==> config.mk <==
export PLATFORM = sky130hd
export DESIGN_NAME = pepq_ctrl
export DESIGN_NICKNAME = d
export VERILOG_FILES = /design/src/hdl/pepq_pkg.sv /design/src/hdl/pepq_ctrl.sv
export SDC_FILE = /design/constraint.sdc
export NUM_CORES = 1
export LEC_CHECK = 0
export ABC_AREA = 1
export BUFFER_PORTS_ARGS = -buffer_cell sky130_fd_sc_hd__buf_2
export CAP_MARGIN = 40
export CORE_AREA = 2 2 263 265
export CTS_CLUSTER_DIAMETER = 60
export DETAILED_ROUTE_END_ITERATION = 7
export DIE_AREA = 0 0 265 267
export PLACE_DENSITY = 0.52
export SLEW_MARGIN = 5
export SYNTH_ARGS = -nofsm -noshare
export SYNTH_HDL_FRONTEND = slang
export SYNTH_SLANG_ARGS = --single-unit
==> constraint.sdc <==
create_clock -name clk -period 9 [get_ports clk]
set_clock_uncertainty 0.05 [all_clocks]
set_input_delay 1.35 -clock clk [delete_from_list [all_inputs] [get_ports clk]]
set_output_delay 1.35 -clock clk [all_outputs]
set_load 0.03 [all_outputs]
==> src/hdl/pepq_pkg.sv <==
// Shared types and constants for the presence phase event queue.
// Holds the action and register codes, the queue entry layout and the result record.
// Depends on nothing; every other file of the block refers to it by scoped names.
package pepq_pkg;

  // Default number of entries in the event queue.
  localparam int unsigned QUEUE_DEPTH_DEF = 64;

  // Milliseconds per second, used to turn a phase length into a limit.
  localparam logic [9:0] MS_PER_SECOND = 10'd1000;

  // Register reset values.
  localparam logic [15:0] TICK_PERIOD_RST = 16'd1000;
  localparam logic [15:0] OCCUPIED_RST    = 16'd10;
  localparam logic [15:0] EMPTY_RST       = 16'd5;

  // Codes of the request's action field.
  typedef enum logic [1:0] {
    ACT_TICK  = 2'd0,
    ACT_POP   = 2'd1,
    ACT_CLEAR = 2'd2,
    ACT_FAIL  = 2'd3
  } action_t;

  // Configuration register indexes.
  typedef enum logic [1:0] {
    CFG_TICK_PERIOD = 2'd0,
    CFG_OCCUPIED    = 2'd1,
    CFG_EMPTY       = 2'd2
  } cfg_index_t;

  // Descriptive part of one queued event (its timestamp is stored separately).
  typedef struct packed {
    logic        dropped_before;
    logic        asserted;
    logic [31:0] sequence_num;
  } event_info_t;

  // One result record, as built by the control path.
  typedef struct packed {
    logic        event_valid;
    logic        event_asserted;
    logic [31:0] event_sequence;
    logic [63:0] event_time;
    logic        event_dropped_before;
    logic        presence_now;
    logic [31:0] current_sequence;
    logic [6:0]  queue_count;
    logic [31:0] total_count;
    logic [31:0] delivered_count;
    logic [31:0] dropped_count;
    logic [63:0] last_event_stamp;
  } result_t;

endpackage

==> src/hdl/pepq_ctrl.sv <==
// Control path: phase timer, queue pointers, statistics and configuration registers.
// Reads the queue head when a request is taken and applies the action in the execute state.
// Depends on pepq_pkg and drives the pepq_store memories.
module pepq_ctrl #(
  parameter int unsigned QUEUE_DEPTH = pepq_pkg::QUEUE_DEPTH_DEF
) (
  input  logic                           clk,
  input  logic                           rst_n,
  // Request side
  input  logic                           req_valid,
  output logic                           req_ready,
  input  pepq_pkg::action_t              req_action,
  input  logic [63:0]                    req_stamp,
  // Configuration writes
  input  logic                           cfg_valid,
  input  logic [1:0]                     cfg_index,
  input  logic [15:0]                    cfg_data,
  // Result hand-off to the output register
  output logic                           res_valid,
  input  logic                           res_ready,
  output pepq_pkg::result_t              res,
  // Queue memory ports
  output logic                           wr_en,
  output logic [$clog2(QUEUE_DEPTH)-1:0] wr_addr,
  output logic [63:0]                    wr_time,
  output pepq_pkg::event_info_t          wr_info,
  output logic                           rd_en,
  output logic [$clog2(QUEUE_DEPTH)-1:0] rd_addr,
  input  logic [63:0]                    rd_time,
  input  pepq_pkg::event_info_t          rd_info
);

  localparam int unsigned PTR_W  = $clog2(QUEUE_DEPTH);
  localparam int unsigned FILL_W = $clog2(QUEUE_DEPTH + 1);
  localparam logic [PTR_W-1:0]  LAST_IDX = PTR_W'(QUEUE_DEPTH - 1);
  localparam logic [FILL_W-1:0] FULL_CNT = FILL_W'(QUEUE_DEPTH);

  typedef enum logic [1:0] {
    S_IDLE = 2'b01,
    S_EXEC = 2'b10
  } state_t;

  state_t             state_r, state_nxt;
  pepq_pkg::action_t  action_r;
  logic [63:0]        stamp_r;

  logic [15:0]        tick_r, occ_r, emp_r;
  logic               presence_r, presence_nxt;
  logic [31:0]        elapsed_r, elapsed_nxt;
  logic [31:0]        seq_r, seq_nxt;
  logic               pend_r, pend_nxt;
  logic [PTR_W-1:0]   rd_ptr_r, rd_ptr_nxt;
  logic [PTR_W-1:0]   wr_ptr_r, wr_ptr_nxt;
  logic [FILL_W-1:0]  fill_r, fill_nxt;
  logic [31:0]        total_r, total_nxt;
  logic [31:0]        deliv_r, deliv_nxt;
  logic [31:0]        dropcnt_r, dropcnt_nxt;
  logic [63:0]        last_r, last_nxt;

  logic               exec_go;
  logic [31:0]        elapsed_sum;
  logic [15:0]        phase_len;
  logic [25:0]        limit;
  logic               toggle;
  logic               full;
  logic               popped;
  logic [FILL_W+6:0]  fill_ext;

  function automatic logic [PTR_W-1:0] next_idx(input logic [PTR_W-1:0] p);
    next_idx = (p == LAST_IDX) ? '0 : p + 1'b1;
  endfunction

  // A request is taken only in the idle state; the head entry is read at that edge.
  assign req_ready = (state_r == S_IDLE);
  assign rd_en     = req_valid && req_ready;
  assign rd_addr   = rd_ptr_r;
  assign exec_go   = (state_r == S_EXEC) && res_ready;

  always_comb begin
    state_nxt = state_r;
    unique case (state_r)
      S_IDLE: if (req_valid) state_nxt = S_EXEC;
      S_EXEC: if (res_ready) state_nxt = S_IDLE;
      default: state_nxt = S_IDLE;
    endcase
  end

  // Phase timer: elapsed time plus one tick against the limit of the current phase.
  assign elapsed_sum = elapsed_r + {16'd0, tick_r};
  assign phase_len   = presence_r ? occ_r : emp_r;
  assign limit       = {10'd0, phase_len} * {16'd0, pepq_pkg::MS_PER_SECOND};
  assign toggle      = !(elapsed_sum < {6'd0, limit});
  assign full        = (fill_r == FULL_CNT);

  // Apply the held action and build the result from the updated state.
  always_comb begin
    presence_nxt = presence_r;
    elapsed_nxt  = elapsed_r;
    seq_nxt      = seq_r;
    pend_nxt     = pend_r;
    rd_ptr_nxt   = rd_ptr_r;
    wr_ptr_nxt   = wr_ptr_r;
    fill_nxt     = fill_r;
    total_nxt    = total_r;
    deliv_nxt    = deliv_r;
    dropcnt_nxt  = dropcnt_r;
    last_nxt     = last_r;
    wr_en        = 1'b0;
    wr_info      = '{dropped_before: pend_r, asserted: !presence_r, sequence_num: seq_r + 1'b1};
    popped       = 1'b0;

    if (exec_go) begin
      unique case (action_r)
        pepq_pkg::ACT_TICK: begin
          if (toggle) begin
            presence_nxt = !presence_r;
            elapsed_nxt  = '0;
            seq_nxt      = seq_r + 1'b1;
            total_nxt    = total_r + 1'b1;
            last_nxt     = stamp_r;
            pend_nxt     = 1'b0;
            wr_en        = 1'b1;
            wr_ptr_nxt   = next_idx(wr_ptr_r);
            if (full) begin
              // Queue full: the oldest event is lost and the new one is flagged.
              rd_ptr_nxt          = next_idx(rd_ptr_r);
              dropcnt_nxt         = dropcnt_r + 1'b1;
              wr_info.dropped_before = 1'b1;
            end else begin
              fill_nxt = fill_r + 1'b1;
            end
          end else begin
            elapsed_nxt = elapsed_sum;
          end
        end
        pepq_pkg::ACT_POP: begin
          if (fill_r != '0) begin
            popped     = 1'b1;
            rd_ptr_nxt = next_idx(rd_ptr_r);
            fill_nxt   = fill_r - 1'b1;
            deliv_nxt  = deliv_r + 1'b1;
          end
        end
        pepq_pkg::ACT_CLEAR: begin
          total_nxt   = '0;
          deliv_nxt   = '0;
          dropcnt_nxt = '0;
          last_nxt    = '0;
        end
        pepq_pkg::ACT_FAIL: begin
          dropcnt_nxt = dropcnt_r + 1'b1;
          pend_nxt    = 1'b1;
        end
        default: ;
      endcase
    end
  end

  assign wr_addr  = wr_ptr_r;
  assign wr_time  = stamp_r;
  assign fill_ext = {7'd0, fill_nxt};

  // Result record; event fields stay zero unless a pop found an entry.
  assign res_valid                = (state_r == S_EXEC);
  assign res.event_valid          = popped;
  assign res.event_asserted       = popped & rd_info.asserted;
  assign res.event_sequence       = popped ? rd_info.sequence_num : 32'd0;
  assign res.event_time           = popped ? rd_time : 64'd0;
  assign res.event_dropped_before = popped & rd_info.dropped_before;
  assign res.presence_now         = presence_nxt;
  assign res.current_sequence     = seq_nxt;
  assign res.queue_count          = fill_ext[6:0];
  assign res.total_count          = total_nxt;
  assign res.delivered_count      = deliv_nxt;
  assign res.dropped_count        = dropcnt_nxt;
  assign res.last_event_stamp     = last_nxt;

  // Request capture; payload needs no reset.
  always_ff @(posedge clk) begin
    if (rd_en) begin
      action_r <= req_action;
      stamp_r  <= req_stamp;
    end
  end

  // Configuration registers; an unknown index is ignored.
  always_ff @(posedge clk) begin
    if (!rst_n) begin
      tick_r <= pepq_pkg::TICK_PERIOD_RST;
      occ_r  <= pepq_pkg::OCCUPIED_RST;
      emp_r  <= pepq_pkg::EMPTY_RST;
    end else if (cfg_valid) begin
      unique case (cfg_index)
        pepq_pkg::CFG_TICK_PERIOD: tick_r <= cfg_data;
        pepq_pkg::CFG_OCCUPIED:    occ_r  <= cfg_data;
        pepq_pkg::CFG_EMPTY:       emp_r  <= cfg_data;
        default: ;
      endcase
    end
  end

  // Control and statistics state.
  always_ff @(posedge clk) begin
    if (!rst_n) begin
      state_r    <= S_IDLE;
      presence_r <= 1'b0;
      elapsed_r  <= '0;
      seq_r      <= '0;
      pend_r     <= 1'b0;
      rd_ptr_r   <= '0;
      wr_ptr_r   <= '0;
      fill_r     <= '0;
      total_r    <= '0;
      deliv_r    <= '0;
      dropcnt_r  <= '0;
      last_r     <= '0;
    end else begin
      state_r    <= state_nxt;
      presence_r <= presence_nxt;
      elapsed_r  <= elapsed_nxt;
      seq_r      <= seq_nxt;
      pend_r     <= pend_nxt;
      rd_ptr_r   <= rd_ptr_nxt;
      wr_ptr_r   <= wr_ptr_nxt;
      fill_r     <= fill_nxt;
      total_r    <= total_nxt;
      deliv_r    <= deliv_nxt;
      dropcnt_r  <= dropcnt_nxt;
      last_r     <= last_nxt;
    end
  end

  // Distance from read to write pointer, for the consistency check below.
  logic [PTR_W:0] ptr_gap;
  assign ptr_gap = (wr_ptr_r >= rd_ptr_r)
                 ? ({1'b0, wr_ptr_r} - {1'b0, rd_ptr_r})
                 : ({1'b0, wr_ptr_r} + (PTR_W + 1)'(QUEUE_DEPTH) - {1'b0, rd_ptr_r});

  // The fill count never goes past the queue depth.
  a_fill_bound: assert property (@(posedge clk) disable iff (!rst_n)
    fill_r <= FULL_CNT)
    else $error("queue fill count beyond depth");

  // The pointers always agree with the fill count.
  a_ptr_fill: assert property (@(posedge clk) disable iff (!rst_n)
    32'(ptr_gap) == (full ? 32'd0 : 32'(fill_r)))
    else $error("queue pointers disagree with fill count");

  // A taken request puts the control in the execute state in the following cycle.
  a_take_exec: assert property (@(posedge clk) disable iff (!rst_n)
    rd_en |=> (state_r == S_EXEC))
    else $error("taken request not executed");

  // A pop of a non-empty queue always returns an event.
  a_pop_event: assert property (@(posedge clk) disable iff (!rst_n)
    (exec_go && action_r == pepq_pkg::ACT_POP && fill_r != '0) |-> res.event_valid)
    else $error("pop of a non-empty queue returned no event");

endmodule
=== Yosys cells after proc, flatten, opt, wreduce, memory -nomap -nowiden ===
Index checks and enable logic that the tools add are counted.

* Output and inout bits: 413
* Logic and storage cells: 111
* Register bits: 361
* Input port bits: 187

* Bitwise gates (word level): 3
* Equal/unequal tests: 15
* Multiplexer cells: 49
* Reductions and logical operators: 16
* Multiply operators: 1
* Magnitude comparators: 1
* Add/subtract/negate cells: 9

{| class="wikitable"
|+ Operators with widths
! operator !! count
|-
| 32-bit 2-to-1 mux || 12
|-
| 64-bit 2-to-1 mux || 3
|-
| 32-bit by 1-bit adder with 32-bit output, second input constant || 4
|-
| 32-bit one-hot mux with 2 select lines || 2
|-
| 64-bit one-hot mux with 2 select lines || 1
|-
| 32-bit one-hot mux with 3 select lines || 1
|-
| 32-bit by 16-bit adder with 32-bit output || 1
|-
| 32-bit by 26-bit < comparator with 1-bit output || 1
|-
| 6-bit 2-to-1 mux || 5
|-
| 7-bit 2-to-1 mux || 4
|-
| 16-bit by 7-bit multiplier with 23-bit output, second input constant || 1
|-
| 16-bit 2-to-1 mux || 1
|-
| 1-bit 2-to-1 mux || 14
|-
| 7-bit one-hot mux with 2 select lines || 1
|-
| 6-bit by 1-bit adder with 6-bit output, second input constant || 2
|-
| 6-bit == test, second input constant || 2
|-
| 6-bit one-hot mux with 2 select lines || 1
|-
| 2-bit AND reduction || 5
|-
| 2-bit == test, second input constant || 4
|-
| 2-bit inequality test, second input constant || 4
|-
| 7-bit by 1-bit adder with 7-bit output, second input constant || 1
|-
| 7-bit == test, second input constant || 1
|-
| 7-bit nonzero test || 1
|-
| 7-bit by 1-bit subtractor with 7-bit output, second input constant || 1
|-
| 13 further kinds || 21
|}

=== Depth between registers and ports, before layout ===
* Depth in word-level cells: 6
* Mapped depth: 39
* Gate-level depth less buffers: 38

=== Least setup slack after synthesis ===
Ideal clock, no wire load.

* Path kind: register -> output
* From: register presence_r
* To: output wr_info[33] in the netlist's numbering
* Stages on the path, launching flop included: 36
* Path slack: 0.333 ns
* Arrival time: 7.267 ns
* Path buffers: 1
* Required time: 7.600 ns
* Cells stage by stage: dfxtp_1 inv_1 or2_2 o21ai_0 inv_1 fa_1 fa_1 inv_1 fa_1 fa_1 inv_1 ha_1 nand2_1 nor3_1 nor2_1 o21ai_0 a21boi_0 o21ai_0 a21boi_0 o21ai_0 a21oi_1 xor2_1 ha_1 nand2_1 inv_1 nand3_1 inv_1 a21oi_1 nor3_1 nor2_2 nand2_2 nand2_2 nor2_4 inv_2 buf_2 o21ai_0

{| class="wikitable"
|+ RTL lines
! element !! RTL line !! source
|-
| start, declared || pepq_ctrl.sv:48 || <nowiki>logic presence_r, presence_nxt;</nowiki>
|-
| start signal, assigned || pepq_ctrl.sv:219 || <nowiki>presence_r <= presence_nxt;</nowiki>
|-
| end, declared || pepq_ctrl.sv:26 || <nowiki>output pepq_pkg::event_info_t wr_info,</nowiki>
|}

==> summary.md <==
| Metric | Value |
|---|---|
| Outcome | `completed` |
| Combinational family with the most area after synthesis | `simple AND/OR/NAND/NOR gates` |
| Fin crit period | `roughly 8.7 ns` |
| Yosys warns | `0` |
| XOR/XNOR share of the synthesized area | `0.0409` |
| Post-synthesis mux area share | `0` |
| Final ANT Viol Nets | `0` |
| CP max stage cell | `fa_1` |
| CORE AREA | `68000 um^2` |
| Vias per cell | `4.75` |
| Crit start category | `flip-flop` |
| Asr flop ratio synth | `0` |
| DRC viols | `0` |
| Inst Count DP | `just under 5000` |
| Pre-CTS setup slack | `-0.0584 ns` |
| Total gr overflow | `0` |
| Final cell count without fillers | `approximately 5000` |
| Critical Path RT | `7.60 ns` |
| Maximum vdd ir drop | `0.139 mV` |
| Clock sink total | `361` |
| Largest net degree at the start of global routing | `94` |
| Fin util | `0.446` |
| Buffer and inverter count on the worst path | `14` |
| First-pass GRT wire length | `138000 um` |
| Clk_lat worst skew | `around 0.6 ns` |
| # IOs | `600` |
| Top-area cell type share of the netlist area | `0.251` |
| Post-synthesis register bit count | `361` |
| Ant diodes | `0` |
| Vias in the first global route | `roughly 23000` |
| Actual slew at the worst max-slew pin | `0.860 ns` |
| Die X | `about 270 um` |
| Initial antenna violation count | `1` |
| Final WL | `92800 um` |
| Synth unique cells | `48` |
| Most used DFF post-synth | `dfxtp_1` |
| Top post-synthesis cells by area | `dfxtp_1 (25%), nand2_1 (15%), inv_1 (9.0%)` |
| Final worst slack | `around 0.33 ns` |
| Pwr per Cell Area | `146 nW/um^2` |
| Seq/Total Area, Yosys | `0.335` |
| Die Y | `267 um` |
| Synth Area in Adders | `0.101` |
| Post-synth EDFFs | `66` |
| Tot Pwr | `about 4400 uW` |
| Crit. End Element | `output pin` |
| CTS max path bufs | `3` |
| Avg Cell Area, Syn | `6.72 um^2` |
| Layout cell share with drive strength beyond 1 | `0.220` |
| Die area | `70800 um^2` |
| PortBufs | `599` |
| Root Driver | `clkbuf_16` |
| Synth Area in Compound Gates | `0.0867` |
| Pleak | `0.0158 uW` |
| Synth area leader | `dfxtp_1` |
| CTS tree | `built` |
| GPL Wtd Cong | `a little over 0.9` |
| H-Tree Depth | `2` |
| Setup TNS Final | `0 ns` |
| P&R area growth vs syn | `28.8%` |
| Delay-heaviest family, CP | `adder cells` |
| Final critical-path share of the clock period | `0.964` |
| Top achievable clock speed | `approximately 0.12 GHz` |
| First-pass DRT Iterations | `5` |
| Initial drt markers | `1730` |
| Slew Viols, Final | `0` |
| Worst Path Max Fanout | `10` |
| CTS clk-pin slew, worst paths | `0.06 ns` |
| Final count of negative-setup-slack endpoints | `0` |
| Via count | `23900` |
| Initial Util | `0.346` |
| Final HPWL from detailed placement | `70500 um` |
| CTS Buf Count | `47` |
| Global Route Usage Sum | `0.252` |
| Data arrival time of the worst path | `7.27 ns` |
| RSZ-0062 raised after global routing | `yes` |
| Area share of and/or/nand/nor cells after synthesis | `0.319` |
| Slew HR | `0.427` |
| FP Rows | `96` |
| Nets@finish | `4460` |
| Avg WL per Cell | `approximately 18 um` |
| Post-Synthesis Cells | `3506` |
| CTS Hold Bufs | `0` |
| Worst path max stage delay | `0.51 ns` |
| Critical path class | `flip-flop to output pin` |
| Max_cap viols | `0` |
| Final hold violations | `0` |
| Post-Syn Nets | `3851` |
| Cell area after synthesis | `23600 um^2` |
| Hold Path Class | `flip-flop to flip-flop` |
| Fill cell count | `7220` |
## through the flow
stage          hold slack, ns  cell area (um^2)
6_report                0.399             30400
4_1_cts                 0.400             29700
3_5_place_dp            0.387             27700
5_1_grt                 0.427             30400
3_3_place_gp            0.391             27600
2_1_floorplan           0.371             23600
## synth_stat cells, types with 7 or more instances
master	count
nand3b_1	9
or2_2	28
xnor2_1	18
buf_1	12
nand2_1	925
nor2_2	8
nor3_1	76
dfxtp_1	295
edfxtp_1	66
a21oi_1	196
xor2_1	92
fa_1	55
nor4_1	31
nand4_1	60
a31oi_1	7
buf_4	12
ha_1	103
nor2_1	424
clkbuf_1	86
o21bai_1	15
inv_1	564
buf_2	19
o21ai_0	138
nand3_1	198
## power breakdown
part / switching (uW) / total (uW) / internal [uW]
clock: 807 / 2010 / 1200
sequential: 27.2 / 1710 / 1680
combinational: 450 / 707 / 257
total: 1280 / 4430 / 3140
## registers in the layout, indices dropped and copies added (netlist names), 32 cells and up
signal / cells
deliv_r: 32
last_r: 64
seq_r: 32
elapsed_r: 32
wr_time: 64
dropcnt_r: 32
total_r: 32
## placed cells by master, fill, tap and decap left out, drive strengths merged
| cell type | count |
|---|---|
| bufbuf | 1 |
| nand3 | 199 |
| o21ai | 144 |
| o211ai | 3 |
| a221oi | 2 |
| a21oi | 196 |
| bufinv | 6 |
| edfxtp | 66 |
| xnor2 | 18 |
| nor4 | 33 |
| a31oi | 7 |
| buf | 684 |
| nor3 | 79 |
| o21bai | 15 |
| o31ai | 4 |
| or2 | 28 |
| dfxtp | 295 |
| inv | 571 |
| o22ai | 1 |
| a21o | 2 |
| a21boi | 4 |
| and2 | 4 |
| o21a | 3 |
| a211oi | 4 |
| xor2 | 92 |
| nand4 | 60 |
| fa | 55 |
| nor3b | 3 |
| o311a | 1 |
| ha | 103 |
| nand2 | 931 |
| nor2 | 433 |
| nand2b | 1 |
| clkbuf | 64 |
| nand3b | 9 |
| clkinvlp | 5 |
| nor4b | 2 |
| and3 | 2 |
| clkinv | 21 |
## per-layer routing
metal	track usage	wire (um)	up-vias
met2	0.407	42500	600
met1	0.319	39700	11000
li1	-	-	12200
met5	0	11	-
met3	0.0655	6380	132
met4	0.107	4220	2
## worst paths after layout
| check | startpoint | to | slack (ns) | depth (start not counted) |
|---|---|---|---|---|
| hold / removal | occ_r[1]$_SDFFE_PN1P_ | occ_r[1]$_SDFFE_PN1P_ | 0.40 | 2 |
| setup / recovery | presence_r$_SDFF_PN0_ | res[197] | 0.33 | 35 |
| hold reg to reg | occ_r[1]$_SDFFE_PN1P_ | occ_r[1]$_SDFFE_PN1P_ | 0.40 | 2 |
| setup reg to reg | presence_r$_SDFF_PN0_ | last_r[41]$_SDFF_PN0_ | 2.28 | 34 |
## logic make-up after synthesis
family / count (synthesis)
AO/OA/AOI/OAI: 386
XOR/XNOR: 110
adder cells (fa/ha/maj): 158
buffers and inverters: 707
flip-flops: 361
AND/OR/NAND/NOR: 1784
## worst min-delay path, delay by kind of cell (launching register included)
family           cells  cell delay, ns
DFF                  1            0.32
and+or+nand+nor      2            0.10
## repair_timing
action,in CTS,in global routing
gates cloned,5,3
endpoints found under the setup margin,170,170
gates resized for setup,61,145
pin swaps,7,40
buffers inserted,11,16
## final cells by class
cell class | instances | area [um^2] | share of cell area
Multi-Input combinational cell | 2438 | 13300 | 0.438
Sequential cell | 361 | 7890 | 0.260
Timing Repair Buffer | 694 | 4250 | 0.140
Inverter | 573 | 2170 | 0.0714
Clock buffer | 55 | 1290 | 0.0424
Tap cell | 882 | 1100 | 0.0364
Clock inverter | 30 | 367 | 0.0121
Note: power is estimated with default switching activity, not from simulation.
